===== config.mk =====
export PLATFORM = sky130hd
export DESIGN_NAME = stroke_gesture_classifier
export DESIGN_NICKNAME = d
export VERILOG_FILES = /design/src/hw/rtl/sgc_pkg.sv /design/src/hw/rtl/sgc_cordic_cell.sv /design/src/hw/rtl/sgc_cordic.sv /design/src/hw/rtl/stroke_gesture_classifier.sv
export SDC_FILE = /design/constraint.sdc
export NUM_CORES = 2
export LEC_CHECK = 0
export ABC_CLOCK_PERIOD_IN_PS = 7900
export BUFFER_PORTS_ARGS = -buffer_cell sky130_fd_sc_hd__buf_2
export CELL_PAD_IN_SITES_DETAIL_PLACEMENT = 1
export CELL_PAD_IN_SITES_GLOBAL_PLACEMENT = 1
export CORE_MARGIN = 10
export CORE_UTILIZATION = 50
export DETAILED_ROUTE_END_ITERATION = 8
export PLACE_DENSITY = 0.81
export SLEW_MARGIN = 20
export SYNTH_ARGS = -nofsm -noshare
export SYNTH_HDL_FRONTEND = slang
export SYNTH_SLANG_ARGS = --single-unit

===== constraint.sdc =====
create_clock -name clk -period 7.9 [get_ports clk]
set_input_delay 0.79 -clock clk [delete_from_list [all_inputs] [get_ports clk]]
set_output_delay 0.79 -clock clk [all_outputs]
set_load 0.02 [all_outputs]

===== src/hw/rtl/sgc_pkg.sv =====
// ----------------------------------------------------------------------------
// Stroke gesture classifier package
// Shared constants, gesture codes and the arctangent step table.
// ----------------------------------------------------------------------------
`default_nettype none
package sgc_pkg;

  localparam int CoordWidth = 30;
  localparam int AtanEntries = 24;

  typedef enum logic [2:0] {
    GEST_RIGHT  = 3'd0,
    GEST_LEFT   = 3'd1,
    GEST_DOWN   = 3'd2,
    GEST_UP     = 3'd3,
    GEST_CIRC_P = 3'd4,
    GEST_CIRC_N = 3'd5
  } gesture_t;

  typedef enum logic [1:0] {
    REG_MIN_POINTS = 2'd0,
    REG_TIMEOUT_MS = 2'd1
  } reg_index_t;

  typedef logic [31:0] atan_tab_t [AtanEntries];

  localparam atan_tab_t AtanTab = '{
    32'd536870912, 32'd316933406, 32'd167458907, 32'd85004756, 32'd42667331,
    32'd21354465, 32'd10679838, 32'd5340245, 32'd2670163, 32'd1335087,
    32'd667544, 32'd333772, 32'd166886, 32'd83443, 32'd41722, 32'd20861,
    32'd10430, 32'd5215, 32'd2608, 32'd1304, 32'd652, 32'd326, 32'd163, 32'd81
  };

  function automatic logic [31:0] atan_step(input int stage, input int abits);
    logic [32:0] t;
    t = {1'b0, AtanTab[stage % AtanEntries]} + (33'd1 << (31 - abits));
    return t[32:1] >> (31 - abits);
  endfunction

endpackage
`default_nettype wire


===== src/hw/rtl/sgc_cordic_cell.sv =====
// ----------------------------------------------------------------------------
// CORDIC vectoring cell
// One registered rotation step of the heading chain.
// ----------------------------------------------------------------------------
`default_nettype none
module sgc_cordic_cell #(
  parameter int ANGLE_BITS = 16,
  parameter int STAGE = 0
) (
  input  wire                                      clk,
  input  wire                                      rst,
  input  wire                                      in_valid,
  input  wire                                      in_zero,
  input  wire logic signed [sgc_pkg::CoordWidth-1:0] in_x,
  input  wire logic signed [sgc_pkg::CoordWidth-1:0] in_y,
  input  wire logic [ANGLE_BITS-1:0]               in_z,
  output logic                                     out_valid,
  output logic                                     out_zero,
  output logic signed [sgc_pkg::CoordWidth-1:0]    out_x,
  output logic signed [sgc_pkg::CoordWidth-1:0]    out_y,
  output logic [ANGLE_BITS-1:0]                    out_z
);

  localparam logic [ANGLE_BITS-1:0] Step =
    ANGLE_BITS'(sgc_pkg::atan_step(STAGE, ANGLE_BITS));

  logic signed [sgc_pkg::CoordWidth-1:0] xs;
  logic signed [sgc_pkg::CoordWidth-1:0] ys;

  assign xs = in_x >>> STAGE;
  assign ys = in_y >>> STAGE;

  always_ff @(posedge clk) begin
    if (rst) begin
      out_valid <= 1'b0;
    end else begin
      out_valid <= in_valid;
    end
    out_zero <= in_zero;
    if (in_y > 0) begin
      out_x <= in_x + ys;
      out_y <= in_y - xs;
      out_z <= in_z + Step;
    end else begin
      out_x <= in_x - ys;
      out_y <= in_y + xs;
      out_z <= in_z - Step;
    end
  end

endmodule
`default_nettype wire


===== src/hw/rtl/sgc_cordic.sv =====
// ----------------------------------------------------------------------------
// Segment heading unit
// Half-turn pre-rotation followed by a chain of CORDIC cells.
// ----------------------------------------------------------------------------
`default_nettype none
module sgc_cordic #(
  parameter int ANGLE_BITS = 16
) (
  input  wire                      clk,
  input  wire                      rst,
  input  wire                      start,
  input  wire logic signed [9:0]   dx,
  input  wire logic signed [8:0]   dy,
  output logic                     done,
  output logic [ANGLE_BITS-1:0]    heading
);

  localparam int Cw = sgc_pkg::CoordWidth;

  logic              v_c [ANGLE_BITS+1];
  logic              zr_c [ANGLE_BITS+1];
  logic signed [Cw-1:0] x_c [ANGLE_BITS+1];
  logic signed [Cw-1:0] y_c [ANGLE_BITS+1];
  logic [ANGLE_BITS-1:0] z_c [ANGLE_BITS+1];

  logic signed [Cw-1:0] xin;
  logic signed [Cw-1:0] yin;

  assign xin = Cw'(dx) <<< 16;
  assign yin = Cw'(dy) <<< 16;

  assign v_c[0]  = start;
  assign zr_c[0] = (dx == 10'sd0) && (dy == 9'sd0);
  assign x_c[0]  = dx[9] ? -xin : xin;
  assign y_c[0]  = dx[9] ? -yin : yin;
  assign z_c[0]  = dx[9] ? (ANGLE_BITS'(1) << (ANGLE_BITS - 1)) : '0;

  for (genvar i = 0; i < ANGLE_BITS; i++) begin : g_cell
    sgc_cordic_cell #(.ANGLE_BITS(ANGLE_BITS), .STAGE(i)) u_cell (
      .clk(clk), .rst(rst),
      .in_valid(v_c[i]), .in_zero(zr_c[i]),
      .in_x(x_c[i]), .in_y(y_c[i]), .in_z(z_c[i]),
      .out_valid(v_c[i+1]), .out_zero(zr_c[i+1]),
      .out_x(x_c[i+1]), .out_y(y_c[i+1]), .out_z(z_c[i+1])
    );
  end

  assign done    = v_c[ANGLE_BITS];
  assign heading = zr_c[ANGLE_BITS] ? '0 : z_c[ANGLE_BITS];

endmodule
`default_nettype wire


===== src/hw/rtl/stroke_gesture_classifier.sv =====
// ----------------------------------------------------------------------------
// Stroke gesture classifier
// A point that opens a stroke goes from the taken request straight to the done
// state; later points first pass through the CORDIC cell chain.
// Points are handled one at a time, each only once the last is through; a
// gesture still waiting on the output holds back the next gesture.
// Reset: stroke empty, last time 0, min_points 10, timeout_ms 1000.
// ----------------------------------------------------------------------------
`default_nettype none
module stroke_gesture_classifier #(
  parameter int ANGLE_BITS = 16,
  parameter int MAX_POINTS = 64
) (
  input  wire         clk,
  input  wire         rst,
  input  wire         in_valid,
  output logic        in_ready,
  input  wire [8:0]   x_pos,
  input  wire [7:0]   y_pos,
  input  wire [31:0]  time_ms,
  output logic        out_valid,
  input  wire         out_ready,
  output logic [2:0]  gesture,
  output logic signed [9:0] net_dx,
  output logic signed [8:0] net_dy,
  input  wire         cfg_valid,
  output logic        cfg_ready,
  input  wire [1:0]   cfg_index,
  input  wire [15:0]  cfg_data
);

  localparam int Cw = $clog2(MAX_POINTS + 1);
  localparam logic [24:0] HalfTurn = 25'(1) << (ANGLE_BITS - 1);

  typedef enum logic [2:0] {
    S_IDLE = 3'b001,
    S_RUN  = 3'b010,
    S_DONE = 3'b100
  } state_t;

  state_t state;
  logic [6:0]  min_points;
  logic [15:0] timeout_ms;
  logic [Cw-1:0] point_count;
  logic signed [22:0] turn_sum;
  logic [31:0] last_time;
  logic [8:0]  first_x, prev_x, cur_x;
  logic [7:0]  first_y, prev_y, cur_y;
  logic [ANGLE_BITS-1:0] prev_heading, cur_heading;

  logic accept, timed_out, cstart, cdone;
  logic [31:0] elapsed;
  logic [Cw-1:0] cnt_eff, cnt_next;
  logic signed [9:0] dx;
  logic signed [8:0] dy;
  logic [ANGLE_BITS-1:0] heading;
  logic [ANGLE_BITS-1:0] dh;
  logic signed [25:0] tsum;
  logic signed [22:0] turn_next;
  logic signed [23:0] tabs;
  logic emit, stall;
  logic [8:0] fx;
  logic [7:0] fy;
  logic signed [9:0] ndx;
  logic signed [8:0] ndy;
  logic [10:0] adx, ady;
  logic [2:0] gest_next;

  assign cfg_ready = 1'b1;
  assign in_ready  = (state == S_IDLE);
  assign accept    = in_valid && in_ready;
  assign elapsed   = time_ms - last_time;
  assign timed_out = elapsed > {16'd0, timeout_ms};
  assign cnt_eff   = timed_out ? '0 : point_count;
  assign dx        = 10'({1'b0, x_pos}) - 10'({1'b0, prev_x});
  assign dy        = 9'({1'b0, y_pos}) - 9'({1'b0, prev_y});
  assign cstart    = accept && (cnt_eff != '0);

  sgc_cordic #(.ANGLE_BITS(ANGLE_BITS)) u_cordic (
    .clk(clk), .rst(rst), .start(cstart), .dx(dx), .dy(dy),
    .done(cdone), .heading(heading)
  );

  always_comb begin
    dh = cur_heading - prev_heading;
    tsum = 26'(turn_sum) + 26'($signed(dh));
    if (point_count < Cw'(2)) begin
      turn_next = turn_sum;
    end else if (tsum > 26'sd4194303) begin
      turn_next = 23'sd4194303;
    end else if (tsum < -26'sd4194304) begin
      turn_next = -23'sd4194304;
    end else begin
      turn_next = 23'(tsum);
    end
    tabs = turn_next[22] ? -24'(turn_next) : 24'(turn_next);
    cnt_next = point_count + Cw'(1);
    emit = (32'(cnt_next) >= 32'(min_points)) || (32'(cnt_next) >= 32'(MAX_POINTS));
    fx = (point_count == '0) ? cur_x : first_x;
    fy = (point_count == '0) ? cur_y : first_y;
    ndx = 10'({1'b0, cur_x}) - 10'({1'b0, fx});
    ndy = 9'({1'b0, cur_y}) - 9'({1'b0, fy});
    adx = ndx[9] ? -11'(ndx) : 11'(ndx);
    ady = ndy[8] ? -11'(ndy) : 11'(ndy);
    if (adx > ady) begin
      gest_next = (ndx > 10'sd0) ? sgc_pkg::GEST_RIGHT : sgc_pkg::GEST_LEFT;
    end else begin
      gest_next = (ndy > 9'sd0) ? sgc_pkg::GEST_DOWN : sgc_pkg::GEST_UP;
    end
    if (25'(tabs) > HalfTurn) begin
      gest_next = turn_next[22] ? sgc_pkg::GEST_CIRC_N : sgc_pkg::GEST_CIRC_P;
    end
    stall = emit && out_valid && !out_ready;
  end

  always_ff @(posedge clk) begin
    if (rst) begin
      state       <= S_IDLE;
      min_points  <= 7'd10;
      timeout_ms  <= 16'd1000;
      point_count <= '0;
      turn_sum    <= '0;
      last_time   <= '0;
      out_valid   <= 1'b0;
    end else begin
      if (cfg_valid) begin
        unique case (cfg_index)
          sgc_pkg::REG_MIN_POINTS: min_points <= cfg_data[6:0];
          sgc_pkg::REG_TIMEOUT_MS: timeout_ms <= cfg_data;
          default: ;
        endcase
      end
      if (out_valid && out_ready && !(state == S_DONE && emit)) begin
        out_valid <= 1'b0;
      end
      unique case (state)
        S_IDLE: begin
          if (accept) begin
            last_time <= time_ms;
            if (timed_out) begin
              point_count <= '0;
              turn_sum    <= '0;
            end
            state <= (cnt_eff == '0) ? S_DONE : S_RUN;
          end
        end
        S_RUN: begin
          if (cdone) begin
            state <= S_DONE;
          end
        end
        S_DONE: begin
          if (!stall) begin
            if (emit) begin
              out_valid   <= 1'b1;
              point_count <= '0;
              turn_sum    <= '0;
            end else begin
              point_count <= cnt_next;
              turn_sum    <= turn_next;
            end
            state <= S_IDLE;
          end
        end
        default: state <= S_IDLE;
      endcase
    end
  end

  always_ff @(posedge clk) begin
    if (accept) begin
      cur_x <= x_pos;
      cur_y <= y_pos;
    end
    if (state == S_RUN && cdone) begin
      cur_heading <= heading;
    end
    if (state == S_DONE && !stall) begin
      prev_x <= cur_x;
      prev_y <= cur_y;
      if (point_count == '0) begin
        first_x <= cur_x;
        first_y <= cur_y;
      end else begin
        prev_heading <= cur_heading;
      end
      if (emit) begin
        gesture <= gest_next;
        net_dx  <= ndx;
        net_dy  <= ndy;
      end
    end
  end

endmodule
`default_nettype wire


==> impl_metrics.csv <==
group,metric,value,unit
clock_tree,clkSinkCount,1108,
hold_path,min-delay-start,"y_pos[5]",
global_routing,overflow,0,
timing,slew_headroom,28.33,%
drt,routed_wl,221.4,mm
floorplan,die_x,411.4,µm
setup_path,cp_max_fo,12,
timing,setup_violations,0,
clock_tree,clk_pin_slew,70,ps
setup_path,crit_type,"register to register",
timing,hold_viol_final,0,
setup_path,slowest_delay,450,ps
layout,multi_input_area,0.05088,mm²
setup_path,endpoint_kind,"register",
clock_tree,hold_buffers,0,
timing,maxSlewViolCount,0,
yosys,synth_area_per_cell,8.741,µm²
timing,totalNegativeSetupSlack,0,ps
drt,drc_errors,0,
drt,drtIter0Drc,2734,
yosys,yosysWarningCount,0,
setup_path,r2r-start,"prev_heading[1]",
clock_tree,clock_latency,770,ps
clock_tree,numCtsBuffers,120,
yosys,ys_seq_elements,1108,
timing,min_period,7390,ps
floorplan,rows,143,
yosys,ys_types,108,
layout,area_delta_synth_final,9.883,%
floorplan,die_area,0.1692,mm²
setup_path,arrival,7900,ps
layout,ff_latch_area,0.02321,mm²
timing,finalCritPeriodShare,93.55,%
floorplan,coreArea,0.1521,mm²
timing,finClkSkew,34.04,ps
place,gp_congestion,0.9090,
layout,drive_above_1_share,5.901,%
yosys,synth_edf_count,103,
timing,rsz0062_at_grt,"false",
global_routing,first_global_vias,68140,
clock_tree,root_buffer,"clkbuf_16",
setup_path,critPathLaunchType,"register",
run_status,status,"complete, no violations",
floorplan,initial_utilization,50.35,%
yosys,yosys-top-cells-area,"dfxtp_1 (26%), ha_1 (16%), xnor2_1 (9.9%)",
global_routing,grt_pass1_wl,356.2,mm
drt,antenna_left,0,
clock_tree,cts_buffer_depth,3,
setup_path,crit_start,"prev_heading[1]",
floorplan,io_pins,97,
yosys,synth_top_area_share,26.27,%
drt,drtPass1Iterations,5,
layout,layout.nets,10020,
timing,worstMarginPinSlew,1075,ps
clock_tree,cts_tree,"done",
global_routing,antenna_found_initial,3,
setup_path,crit_required,8410,ps
yosys,ys_async_sr_fraction,0,%
drt,dr_total_vias,63570,
yosys,yosysTopAreaCell,"dfxtp_1",
floorplan,dieHeight,411.4,µm
timing,max_freq,0.1353,GHz
place,dp.final_hpwl,175.8,mm
yosys,synth_ff_type,"dfxtp_1",
yosys,synthCells,8761,
global_routing,track_usage,25.24,%
global_routing,grt_start_max_net_pins,52,
setup_path,slowest_stage,"o41ai_2",
yosys,yosysSeqAreaShare,30.31,%
drt,viasPerCell,5.755,
drt,wl_per_cell,20.04,µm
yosys,syn_area,0.07658,mm²
setup_path,crit_path_frequent_cell,"o21ai_1",
layout,fill_cells,17830,
hold_path,hp-class,"input pin to register",
clock_tree,htree_levels,3,
job,drv_cap,0,
place,portBuffers,95,
layer usage:
metal / GRT usage (%) / vias up / wire length [µm]
met1: 29.05 / 31070 / 92890
met3: 2.688 / 470 / 5626
met5: 0 / - / 13
li1: - / 31130 / -
met4: 10.33 / 2 / 9729
met2: 47.09 / 900 / 113100
logic make-up after synthesis:
| logic type | count (synthesis) | synth area share [%] |
|---|---|---|
| other | 2 | 0.009807 |
| adder cells (fa/ha/maj) | 1049 | 17.50 |
| AO/OA/AOI/OAI | 2243 | 18.69 |
| buffers and inverters | 691 | 3.444 |
| AND/OR/NAND/NOR | 2362 | 14.89 |
| flip-flops | 1108 | 30.31 |
| multiplexers | 69 | 0.9673 |
| XOR/XNOR | 1237 | 14.19 |
cells in the final DEF (no fill, tap or decap), types with 202 or more instances in the layout:
cell and instances:
nor2_1 715, nand2_1 560, xnor2_1 866, o21ai_0 482, ha_1 1002, a21oi_1 678, dfxtp_1 1005, a21o_1 202
xor2_1 368, inv_1 540
timing repair:
action,in CTS,in global routing
setup buffers,0,5
resized for setup,0,19
endpoints found under the setup margin,0,7
hold endpoints to repair,0,0
synthesized netlist by cell type, drive strengths merged, types with 55 or more instances:
master and number:
dfxtp 1005, ha 1003, xnor2 867, nor2 721
a21oi 684, nand2 561, inv 542, o21ai 508
xor2 369, a21o 202, nor3 199, o21bai 185
nor2b 160, nand2b 133, o31ai 126, nand3 118
o21a 118, clkbuf 115, edfxtp 103, or3 101
nor4 82, a21boi 78, o41ai 68, or4 55
through the flow:
stage / cell area [µm²] / hold WS (ps) / utilization, % / setup WS (ps) / instances
after global routing: 84150 / 176.4 / 55.33 / 32.59 / 11050
final: 84150 / 213.1 / 55.33 / 509.6 / 11050
after detailed placement: 79550 / 313.5 / 52.31 / 153.5 / 10810
after global placement: 79550 / 310.6 / 52.31 / 162.5 / 10810
after floorplan: 76620 / 309.6 / - / 915.0 / 8772
after CTS: 84050 / 162.1 / 55.27 / 103.5 / 11040
path summary, 6_finish.rpt:
path / depth (start not counted) / slack (ps) / endpoint
max reg2reg: 35 / 510 / gesture[2]
max: 35 / 510 / gesture[2]
min reg2reg: 0 / 310 / u_cordic.g_cell[15].u_cell.out_z[5]
min: 1 / 210 / cur_y[5]
worst max-delay path, delay by kind of cell (launching register included):
family                     cells  cell delay, ps
AOI/OAI and AO/OA             22            3990
xor gates and xnor gates       2             370
adders and majority gates      3             920
buffers and inverters          4             730
DFF                            1             400
muxes                          1             260
and+or+nand+nor                3             460
cell type report:
class,count,area share (%)
Inverter,547,2.445
Tap cell,2030,3.019
Antenna cell,1,0.002974
Clock inverter,68,1.200
Clock buffer,160,4.147
Multi-Input combinational cell,6973,60.47
Timing Repair Buffer,159,1.136
Sequential cell,1108,27.59
flip-flops by register name, summed over array words and instances, names as in the netlist, 3 cells and up:
name and cells:
cur_heading 15, cur_x 9, cur_y 8, first_x 9, first_y 8, gesture 3, last_time 32, min_points 7
net_dx 10, net_dy 9, point_count 7, prev_heading 15, prev_x 9, prev_y 8, state 3, timeout_ms 16
turn_sum 23, u_cordic.g_cell.u_cell.out_valid 16, u_cordic.g_cell.u_cell.out_x 311, u_cordic.g_cell.u_cell.out_y 358, u_cordic.g_cell.u_cell.out_z 215, u_cordic.g_cell.u_cell.out_zero 16
Power is not shown: default switching activity piles up to over one toggle a cycle in this logic, so the estimate is an artifact.
